==> config.mk <==
export PLATFORM = sky130hd
export DESIGN_NAME = battery_drain_rate_monitor_core
export DESIGN_NICKNAME = d
export VERILOG_FILES = /design/src/hw/rtl/bdrm_pkg.sv /design/src/hw/rtl/battery_drain_rate_monitor_core.sv /design/src/hw/rtl/bdrm_ram.sv /design/src/hw/rtl/bdrm_div.sv
export SDC_FILE = /design/constraint.sdc
export NUM_CORES = 2
export LEC_CHECK = 0
export BUFFER_PORTS_ARGS = -buffer_cell sky130_fd_sc_hd__buf_2
export CAP_MARGIN = 0
export CELL_PAD_IN_SITES_DETAIL_PLACEMENT = 0
export CELL_PAD_IN_SITES_GLOBAL_PLACEMENT = 1
export CORE_UTILIZATION = 41
export CTS_BUF_LIST = sky130_fd_sc_hd__clkbuf_8
export CTS_CLUSTER_DIAMETER = 60
export CTS_CLUSTER_SIZE = 12
export DETAILED_ROUTE_END_ITERATION = 12
export PLACE_DENSITY_LB_ADDON = 0.1
export REMOVE_ABC_BUFFERS = 1
export SKIP_CTS_REPAIR_TIMING = 1
export SLEW_MARGIN = 40
export SYNTH_ARGS = -nofsm -noshare
export SYNTH_HDL_FRONTEND = slang
export SYNTH_SLANG_ARGS = --single-unit
==> constraint.sdc <==
create_clock -name clk -period 14.77 [get_ports clk]
set_input_delay 2.954 -clock clk [delete_from_list [all_inputs] [get_ports clk]]
set_output_delay 2.954 -clock clk [all_outputs]
set_load 0.02 [all_outputs]
==> src/hw/rtl/bdrm_pkg.sv <==
`timescale 1ns / 1ps
package bdrm_pkg;

	// sizing
	localparam int CHANNELS   = 4;
	localparam int WINDOW     = 10;
	localparam int CH_W       = 2;
	localparam int CH_IDX_W   = (CHANNELS > 1) ? $clog2(CHANNELS) : 1;
	localparam int LEVEL_W    = 14;
	localparam int TIME_W     = 32;
	localparam int SLOT_W     = (WINDOW > 1) ? $clog2(WINDOW) : 1;
	localparam int FILL_W     = $clog2(WINDOW + 1);
	localparam int DEPTH      = CHANNELS * WINDOW;
	localparam int ADDR_W     = $clog2(DEPTH);
	localparam int ENTRY_W    = LEVEL_W + TIME_W;

	// arithmetic
	localparam int LEVEL_MAX  = 10000;
	localparam int RATE_SCALE = 10000;
	localparam int TIME_SCALE = 10;
	localparam int DIV_W      = 27;
	localparam int QT_W       = 17;
	localparam int BRIEF_SHIFT = DIV_W - QT_W;
	localparam int CNT_W      = $clog2(DIV_W + 1);
	localparam int RATE_W     = 28;

	// configuration registers
	localparam int WARN_W     = 27;
	localparam int CRIT_W     = 14;
	localparam int CFG_W      = 27;
	localparam int CFG_IDX_W  = 1;
	localparam logic [CFG_IDX_W-1:0] REG_WARN = 1'd0;
	localparam logic [CFG_IDX_W-1:0] REG_CRIT = 1'd1;
	localparam logic [WARN_W-1:0] WARN_RESET = 27'd1500;
	localparam logic [CRIT_W-1:0] CRIT_RESET = 14'd2000;

	typedef struct packed {
		logic start;
		logic brief;	// 17-bit dividend, 17 steps
	} div_req_t;

endpackage

==> src/hw/rtl/battery_drain_rate_monitor_core.sv <==
`timescale 1ns / 1ps
// Channel  | Handshake                  | Beat
// ---------+----------------------------+--------------------------------------------
// sample   | sample_valid/sample_ready  | channel, battery_level, sample_time
// report   | report_valid/report_ready  | out_channel, loss_rate, warning,
//          |                            | critical_valid, crit_secs,
//          |                            | depletion_valid, empty_secs
// config   | cfg_we                     | cfg_index, cfg_data
//
// A sample holds the block from accept to next accept: one shared radix-2 divider
// runs the rate division (27 steps) and then, for a positive rate, the two time
// divisions (17 steps each) in turn, each only if the level is above its threshold.
// Samples without a rate skip the divider.
// sample_ready is high only in idle.
// A finished report waits in the output register; the next sample is taken meanwhile
// and only its own report waits for report_ready.
// arst_n clears the sequencer, fill counts, write slots and config; window RAM is not.
module battery_drain_rate_monitor_core import bdrm_pkg::*; (
	input  logic                     clk,
	input  logic                     arst_n,
	input  logic                     cfg_we,
	input  logic [CFG_IDX_W-1:0]     cfg_index,
	input  logic [CFG_W-1:0]         cfg_data,
	input  logic                     sample_valid,
	output logic                     sample_ready,
	input  logic [CH_W-1:0]          channel,
	input  logic [LEVEL_W-1:0]       battery_level,
	input  logic [TIME_W-1:0]        sample_time,
	output logic                     report_valid,
	input  logic                     report_ready,
	output logic [CH_W-1:0]          out_channel,
	output logic signed [RATE_W-1:0] loss_rate,
	output logic                     warning,
	output logic                     critical_valid,
	output logic [QT_W-1:0]          crit_secs,
	output logic                     depletion_valid,
	output logic [QT_W-1:0]          empty_secs
);

	localparam logic [2:0] ST_IDLE = 3'd0;
	localparam logic [2:0] ST_READ = 3'd1;
	localparam logic [2:0] ST_CALC = 3'd2;
	localparam logic [2:0] ST_DIVR = 3'd3;
	localparam logic [2:0] ST_DIVC = 3'd4;
	localparam logic [2:0] ST_DIVD = 3'd5;
	localparam logic [2:0] ST_EMIT = 3'd6;

	logic [2:0]          state_q;
	logic [WARN_W-1:0]   warn_q;
	logic [CRIT_W-1:0]   crit_q;
	logic [FILL_W-1:0]   fill_q [CHANNELS];
	logic [SLOT_W-1:0]   slot_q [CHANNELS];

	// current item
	logic [CH_W-1:0]     ch_q;
	logic [LEVEL_W-1:0]  lvl_q;
	logic [TIME_W-1:0]   t_q;
	logic [ADDR_W-1:0]   wr_addr_q;
	logic [ADDR_W-1:0]   rd_addr_q;
	logic                two_q;
	logic                neg_q;

	// result being built
	logic [RATE_W-1:0]   rate_q;
	logic                warn_flag_q;
	logic                cval_q;
	logic [QT_W-1:0]     ttc_q;
	logic                dval_q;
	logic [QT_W-1:0]     ttd_q;

	// output register
	logic                rep_valid_q;
	logic [CH_W-1:0]     rep_ch_q;
	logic [RATE_W-1:0]   rep_rate_q;
	logic                rep_warn_q;
	logic                rep_cval_q;
	logic [QT_W-1:0]     rep_ttc_q;
	logic                rep_dval_q;
	logic [QT_W-1:0]     rep_ttd_q;

	// divider interface
	div_req_t            div_req_d;
	div_req_t            div_req_q;
	logic [DIV_W-1:0]    div_num_q;
	logic [TIME_W-1:0]   div_den_q;
	logic                div_done;
	logic [DIV_W-1:0]    div_quo;

	// window RAM
	logic                ram_we;
	logic                ram_re;
	logic [ENTRY_W-1:0]  ram_wdata;
	logic [ENTRY_W-1:0]  ram_rdata;

	// accept-time slot arithmetic
	logic                accept;
	logic                ch_ok;
	logic [CH_IDX_W-1:0] ci;
	logic [LEVEL_W-1:0]  lvl_sat;
	logic [FILL_W-1:0]   fill_old;
	logic [FILL_W-1:0]   fill_new;
	logic [SLOT_W-1:0]   slot_old;
	logic [SLOT_W-1:0]   slot_new;
	logic [SLOT_W:0]     old_sum;
	logic [SLOT_W-1:0]   old_slot;
	logic [ADDR_W-1:0]   ch_base;

	// window arithmetic
	logic [LEVEL_W-1:0]  old_lvl;
	logic [TIME_W-1:0]   old_t;
	logic [LEVEL_W:0]    dl;
	logic [LEVEL_W-1:0]  dl_mag;
	logic                dl_neg;
	logic                t_ok;

	// after rate division
	logic [RATE_W-1:0]   q_ext;
	logic                rate_pos;
	logic                crit_ok;
	logic                emit_go;
	logic [DIV_W-1:0]    crit_num;
	logic [DIV_W-1:0]    dep_num;

	assign sample_ready = (state_q == ST_IDLE);
	assign accept       = sample_valid && sample_ready;
	assign ch_ok        = int'(channel) < CHANNELS;
	assign ci           = channel[CH_IDX_W-1:0];
	assign lvl_sat      = (battery_level > LEVEL_W'(LEVEL_MAX)) ? LEVEL_W'(LEVEL_MAX)
		: battery_level;
	assign fill_old     = fill_q[ci];
	assign fill_new     = (fill_old < FILL_W'(WINDOW)) ? fill_old + 1'b1 : FILL_W'(WINDOW);
	assign slot_old     = slot_q[ci];
	assign slot_new     = (slot_old == SLOT_W'(WINDOW - 1)) ? '0 : slot_old + 1'b1;
	assign old_sum      = (SLOT_W + 1)'(slot_new) + (SLOT_W + 1)'(WINDOW)
		- (SLOT_W + 1)'(fill_new);
	assign old_slot     = (old_sum >= (SLOT_W + 1)'(WINDOW))
		? SLOT_W'(old_sum - (SLOT_W + 1)'(WINDOW)) : SLOT_W'(old_sum);
	assign ch_base      = ADDR_W'(ci) * ADDR_W'(WINDOW);

	assign old_lvl  = ram_rdata[ENTRY_W-1:TIME_W];
	assign old_t    = ram_rdata[TIME_W-1:0];
	assign dl       = {1'b0, old_lvl} - {1'b0, lvl_q};
	assign dl_neg   = dl[LEVEL_W];
	assign dl_mag   = dl_neg ? LEVEL_W'(-dl) : dl[LEVEL_W-1:0];
	assign t_ok     = t_q > old_t;

	assign q_ext    = RATE_W'(div_quo);
	assign rate_pos = !neg_q && (div_quo != '0);
	assign crit_ok  = lvl_q > crit_q;
	assign crit_num = DIV_W'(lvl_q - crit_q) * DIV_W'(TIME_SCALE);
	assign dep_num  = DIV_W'(lvl_q) * DIV_W'(TIME_SCALE);
	assign emit_go  = !rep_valid_q || report_ready;

	assign ram_we    = (state_q == ST_READ);
	assign ram_re    = (state_q == ST_READ);
	assign ram_wdata = {lvl_q, t_q};

	bdrm_ram #(
		.WIDTH(ENTRY_W),
		.DEPTH(DEPTH)
	) u_window (
		.clk  (clk),
		.we   (ram_we),
		.waddr(wr_addr_q),
		.wdata(ram_wdata),
		.re   (ram_re),
		.raddr(rd_addr_q),
		.rdata(ram_rdata)
	);

	bdrm_div u_div (
		.clk     (clk),
		.arst_n  (arst_n),
		.req     (div_req_q),
		.dividend(div_num_q),
		.divisor (div_den_q),
		.done    (div_done),
		.quotient(div_quo)
	);

	// configuration
	always_ff @(posedge clk or negedge arst_n) begin
		if (!arst_n) begin
			warn_q <= WARN_RESET;
			crit_q <= CRIT_RESET;
		end else if (cfg_we) begin
			case (cfg_index)
				REG_WARN: warn_q <= cfg_data[WARN_W-1:0];
				REG_CRIT: crit_q <= cfg_data[CRIT_W-1:0];
				default: ;
			endcase
		end
	end

	// divider launches
	always_comb begin
		div_req_d = '{start: 1'b0, brief: 1'b0};
		case (state_q)
			ST_CALC: begin
				if (two_q && t_ok) begin
					div_req_d = '{start: 1'b1, brief: 1'b0};
				end
			end
			ST_DIVR: begin
				if (div_done && rate_pos && (crit_ok || (lvl_q != '0))) begin
					div_req_d = '{start: 1'b1, brief: 1'b1};
				end
			end
			ST_DIVC: begin
				if (div_done && dval_q) begin
					div_req_d = '{start: 1'b1, brief: 1'b1};
				end
			end
			default: ;
		endcase
	end

	// sequencer and per-channel ring state
	always_ff @(posedge clk or negedge arst_n) begin
		if (!arst_n) begin
			state_q     <= ST_IDLE;
			div_req_q   <= '0;
			rep_valid_q <= 1'b0;
			for (int i = 0; i < CHANNELS; i++) begin
				fill_q[i] <= '0;
				slot_q[i] <= '0;
			end
		end else begin
			div_req_q   <= div_req_d;
			rep_valid_q <= ((state_q == ST_EMIT) && emit_go) || (rep_valid_q && !report_ready);
			case (state_q)
				ST_IDLE: begin
					if (accept) begin
						if (ch_ok) begin
							fill_q[ci] <= fill_new;
							slot_q[ci] <= slot_new;
							state_q    <= ST_READ;
						end else begin
							state_q <= ST_EMIT;
						end
					end
				end
				ST_READ: state_q <= ST_CALC;
				ST_CALC: begin
					if (two_q && t_ok) begin
						state_q <= ST_DIVR;
					end else begin
						state_q <= ST_EMIT;
					end
				end
				ST_DIVR: begin
					if (div_done) begin
						if (rate_pos && crit_ok) begin
							state_q <= ST_DIVC;
						end else if (rate_pos && (lvl_q != '0)) begin
							state_q <= ST_DIVD;
						end else begin
							state_q <= ST_EMIT;
						end
					end
				end
				ST_DIVC: begin
					if (div_done) begin
						if (dval_q) begin
							state_q <= ST_DIVD;
						end else begin
							state_q <= ST_EMIT;
						end
					end
				end
				ST_DIVD: begin
					if (div_done) begin
						state_q <= ST_EMIT;
					end
				end
				ST_EMIT: begin
					if (emit_go) begin
						state_q <= ST_IDLE;
					end
				end
				default: state_q <= ST_IDLE;
			endcase
		end
	end

	// item payload and result build-up
	always_ff @(posedge clk) begin
		case (state_q)
			ST_IDLE: begin
				if (accept) begin
					ch_q        <= channel;
					lvl_q       <= lvl_sat;
					t_q         <= sample_time;
					wr_addr_q   <= ch_base + ADDR_W'(slot_old);
					rd_addr_q   <= ch_base + ADDR_W'(old_slot);
					two_q       <= fill_new >= FILL_W'(2);
					rate_q      <= '0;
					warn_flag_q <= 1'b0;
					cval_q      <= 1'b0;
					ttc_q       <= '0;
					dval_q      <= 1'b0;
					ttd_q       <= '0;
				end
			end
			ST_CALC: begin
				neg_q     <= dl_neg;
				div_num_q <= DIV_W'(dl_mag) * DIV_W'(RATE_SCALE);
				div_den_q <= t_q - old_t;
			end
			ST_DIVR: begin
				if (div_done) begin
					rate_q      <= neg_q ? -q_ext : q_ext;
					// threshold is non-negative, so only a positive rate can exceed it
					warn_flag_q <= rate_pos && (div_quo > DIV_W'(warn_q));
					cval_q      <= rate_pos && crit_ok;
					dval_q      <= rate_pos && (lvl_q != '0);
					div_den_q   <= TIME_W'(div_quo);
					div_num_q   <= crit_ok ? crit_num : dep_num;
				end
			end
			ST_DIVC: begin
				if (div_done) begin
					ttc_q     <= div_quo[QT_W-1:0];
					div_num_q <= dep_num;
				end
			end
			ST_DIVD: begin
				if (div_done) begin
					ttd_q <= div_quo[QT_W-1:0];
				end
			end
			ST_EMIT: begin
				if (emit_go) begin
					rep_ch_q   <= ch_q;
					rep_rate_q <= rate_q;
					rep_warn_q <= warn_flag_q;
					rep_cval_q <= cval_q;
					rep_ttc_q  <= ttc_q;
					rep_dval_q <= dval_q;
					rep_ttd_q  <= ttd_q;
				end
			end
			default: ;
		endcase
	end

	assign report_valid    = rep_valid_q;
	assign out_channel     = rep_ch_q;
	assign loss_rate       = $signed(rep_rate_q);
	assign warning         = rep_warn_q;
	assign critical_valid  = rep_cval_q;
	assign crit_secs       = rep_ttc_q;
	assign depletion_valid = rep_dval_q;
	assign empty_secs      = rep_ttd_q;

endmodule

==> src/hw/rtl/bdrm_ram.sv <==
`timescale 1ns / 1ps
module bdrm_ram #(
	parameter int WIDTH = 8,
	parameter int DEPTH = 16
) (
	input  logic                     clk,
	input  logic                     we,
	input  logic [$clog2(DEPTH)-1:0] waddr,
	input  logic [WIDTH-1:0]         wdata,
	input  logic                     re,
	input  logic [$clog2(DEPTH)-1:0] raddr,
	output logic [WIDTH-1:0]         rdata
);

	logic [WIDTH-1:0] mem [DEPTH];

	always_ff @(posedge clk) begin
		if (we) begin
			mem[waddr] <= wdata;
		end
		if (re) begin
			rdata <= mem[raddr];
		end
	end

endmodule

==> src/hw/rtl/bdrm_div.sv <==
`timescale 1ns / 1ps
module bdrm_div import bdrm_pkg::*; (
	input  logic              clk,
	input  logic              arst_n,
	input  div_req_t          req,
	input  logic [DIV_W-1:0]  dividend,
	input  logic [TIME_W-1:0] divisor,
	output logic              done,
	output logic [DIV_W-1:0]  quotient
);

	// restoring divider, one quotient bit per cycle
	logic [TIME_W-1:0] rem_q;
	logic [DIV_W-1:0]  quo_q;
	logic [TIME_W-1:0] den_q;
	logic [CNT_W-1:0]  cnt_q;
	logic              busy_q;
	logic              done_q;

	logic [TIME_W:0]   trial;
	logic [TIME_W:0]   diff;
	logic              fits;
	logic [TIME_W-1:0] rem_next;

	assign trial    = {rem_q, quo_q[DIV_W-1]};
	assign diff     = trial - {1'b0, den_q};
	assign fits     = trial >= {1'b0, den_q};
	assign rem_next = fits ? diff[TIME_W-1:0] : trial[TIME_W-1:0];

	always_ff @(posedge clk or negedge arst_n) begin
		if (!arst_n) begin
			busy_q <= 1'b0;
			done_q <= 1'b0;
			cnt_q  <= '0;
		end else begin
			done_q <= busy_q && !req.start && (cnt_q == CNT_W'(1));
			if (req.start) begin
				busy_q <= 1'b1;
				cnt_q  <= req.brief ? CNT_W'(QT_W) : CNT_W'(DIV_W);
			end else if (busy_q) begin
				cnt_q <= cnt_q - 1'b1;
				if (cnt_q == CNT_W'(1)) begin
					busy_q <= 1'b0;
				end
			end
		end
	end

	always_ff @(posedge clk) begin
		if (req.start) begin
			rem_q <= '0;
			den_q <= divisor;
			// short operands are left-aligned so their top bit comes out first
			quo_q <= req.brief ? (dividend << BRIEF_SHIFT) : dividend;
		end else if (busy_q) begin
			rem_q <= rem_next;
			quo_q <= {quo_q[DIV_W-2:0], fits};
		end
	end

	assign done     = done_q;
	assign quotient = quo_q;

endmodule

==> impl_metrics.csv <==
group,metric,value,unit
final_layout,drive_gt1_frac,0.223,
detailed_routing,final_antenna_net_count,0,
yosys,async_flop_share,0.0371,
sta,tightestPinTransition,0.944,ns
final_layout,final_cells,8853,
critical_path,endpoint_kind,"flop",
cts,cts_root_buffer,"clkbuf_8",
cts,cts_buffers,225,
final_layout,area_growth,9.94,%
cts,ctsLongestPathBuffers,3,
critical_path,cp_slowest_cell,"xor2_1",
placed_design,io_buffer_count,149,
placed_design,placedCellCount,8544,
detailed_routing,wl,268000,um
critical_path,cp-start-kind,"flop",
critical_path,crit_fanout,45,
critical_path,cp.arrival,9.31,ns
sta,rsz0062_at_grt,"no",
global_route,grt_remaining_overflow,0,
yosys,synth_edf_count,2197,
global_route,grtUsageTotal,0.225,
critical_path,critical_path_class,"flop to flop",
floorplanning,start_util,0.413,
final_layout,postLayoutCoreUtil,0.454,
critical_path,crit_start,"lvl_q[2]$_SDFFCE_PN0P_",
detailed_routing,wl_per_cell,30.3,um
yosys,netlist_area,0.0973,sq mm
global_route,antenna_found_initial,5,
cts,clock_latency,1.04,ns
global_route,grt_pass1_wl,379000,um
cts,cts_num_sinks,2315,
yosys,ys_top_cells_by_count,"2197 x edfxtp_1, 561 x mux4_2, 254 x ha_1, 248 x nor2_1, 242 x inv_1",
yosys,synth-seq-cells,2315,
global_route,grt_max_degree,117,
yosys,yosysUniqueCellTypes,82,
floorplanning,core,0.236,sq mm
final_layout,num-fill-cells,20400,
sta,setup-violations-final,0,
floorplanning,io_pins,150,
yosys,synthCells,5300,
detailed_routing,vias,49900,
yosys,synth_ff_type,"edfxtp_1",
sta,hold_violations,0,
placed_design,dp_hpwl,158000,um
detailed_routing,drc,0,
yosys,synth_top_area_frac,0.678,
sta,finalClockSkew,0.0601,ns
cts,htreeDepth,4,
hold_path,hold_class,"flop to flop",
hold_path,min-delay-start,"ttd_q[12]$_SDFFCE_PN0P_",
yosys,ys_warn_count,0,
floorplanning,die_area,0.239,sq mm
detailed_routing,drtIter0Drc,4566,
yosys,synth.most_common_cell,"edfxtp_1",
placed_design,gp_congestion,0.813,
global_route,grt_pass1_vias,50600,
sta,min_period,8.57,ns
floorplanning,num_rows,178,
detailed_routing,dr.pass1.iters,5,
yosys,avgSynthCellArea,18.4,sq um
yosys,synth_area_leaders,"edfxtp_1 68%, mux4_2 13%, ha_1 3.3%, dfrtp_1 1.9%, a21oi_1 1.0%",
cts,cts_tree,"done",
sta,min_period_over_period,0.580,
floorplanning,die_w,489,um
critical_path,cpPeakStageDelay,0.56,ns
yosys,synth_top_cell_by_area,"edfxtp_1",
floorplanning,die_h,489,um
sta,slew_viol_final,0,
final_layout,nets,5993,
critical_path,required,15.51,ns
cts,cts.clk_slew.worst_paths,0.08,ns
critical_path,timing.rr.start,"lvl_q[2]$_SDFFCE_PN0P_",
sta,fmax,0.117,GHz
detailed_routing,vias_per_cell,5.64,
final_layout,multi_input_area,0.0271,sq mm
status,status,"finished, final reports clean",
final_layout,regArea,0.0688,sq mm
sta,slew_headroom,0.365,
yosys,yosysSeqAreaShare,0.707,
job,max_cap_violations,0,
-- area by class of cell --
cell class                      instances  share of cell area
Multi-Input combinational cell       2513               0.253
Timing Repair Buffer                  326              0.0229
Clock inverter                         74             0.00559
Antenna cell                            2           0.0000468
Clock buffer                          230              0.0296
Tap cell                             3150              0.0368
Sequential cell                      2315               0.643
Inverter                              243             0.00855
-- stage by stage --
stage                     hold slack [ns]  worst slack [ns]  TNS [ns]  area (sq um)
final                               0.399              6.20         0        107000
after global routing                0.401              5.47         0        107000
after CTS                           0.390              6.19         0        107000
after detailed placement            0.405              6.29         0        103000
after global placement              0.403              6.26         0        103000
after floorplan                     0.400             -4.74   -217.90         96400
-- state kept, by name, indices dropped and copies added (netlist names), 14 cells and up --
name	count
div_den_q	32
crit_q	14
u_div.rem_q	32
slot_q	16
ttd_q	17
crit_secs	17
warn_q	27
loss_rate	28
empty_secs	17
u_div.quotient	27
rate_q	28
u_window.mem	1840
div_num_q	26
lvl_q	14
u_div.den_q	32
t_q	32
ttc_q	17
u_window.rdata	46
fill_q	16
-- critical path, delay by kind of cell, from the launching register on --
family | cells | cell delay (ns)
adder cells (fa/ha/maj) | 7 | 2.64
AO/OA/AOI/OAI | 10 | 2.08
AND/OR/NAND/NOR | 8 | 1.73
buffers and inverters | 6 | 0.81
XOR/XNOR | 2 | 0.64
flip-flops | 1 | 0.32
-- final timing paths --
path / slack, ns / cells past startpoint / endpoint
setup / recovery: 6.20 / 33 / div_num_q[26]$_DFFE_PP_
hold / removal: 0.40 / 0 / empty_secs[12]$_DFFE_PP_
setup reg to reg: 6.20 / 33 / div_num_q[26]$_DFFE_PP_
hold reg to reg: 0.40 / 0 / empty_secs[12]$_DFFE_PP_
max in group asynchronous: 11.87 / 2 / crit_q[2]$_DFFE_PN0P_
min in group asynchronous: 1.90 / 1 / fill_q[8]$_DFFE_PN0P_
-- kinds of logic (layout without fill, tap and decap cells) --
logic type               Yosys count  after routing  share of synthesized area
AND/OR/NAND/NOR                  743            743                     0.0368
flip-flops                      2315           2315                      0.707
XOR/XNOR                         166            166                     0.0151
adder cells (fa/ha/maj)          288            288                     0.0397
AO/OA/AOI/OAI                    661            661                     0.0431
buffers and inverters            472            873                     0.0185
multiplexers                     655            655                      0.140
other                              0              2                          0
-- placed cells by master, fill, tap and decap left out, drive strengths merged, types with 12 or more instances in the layout --
cell,n
nor2,248
clkbuf,230
or3,20
and3,12
ha,254
xnor2,92
o31ai,26
mux2i,72
clkinv,21
xor2,74
inv,286
a21o,65
o21a,32
nor3,40
edfxtp,2197
dfrtp,73
and2,40
nand2b,25
mux4,561
nand4,18
o21ai,142
nor2b,84
nor4,23
dfstp,13
buf,326
nand3,29
mux2,22
a21oi,204
a31oi,14
dfxtp,32
a211oi,75
fa,34
nand2,174
-- layer usage --
metal / track usage / share of wire / vias up
met2: 0.373 / 0.49 / 1456
met4: 0.0560 / 0.024 / 0
met3: 0.0381 / 0.057 / 349
li1: - / - / 21600
met5: 0 / 0 / -
met1: 0.310 / 0.43 / 26500
Power is left out: the tool's default activity adds up to more than one toggle a clock period on the data nets, which glitch-free logic cannot reach.
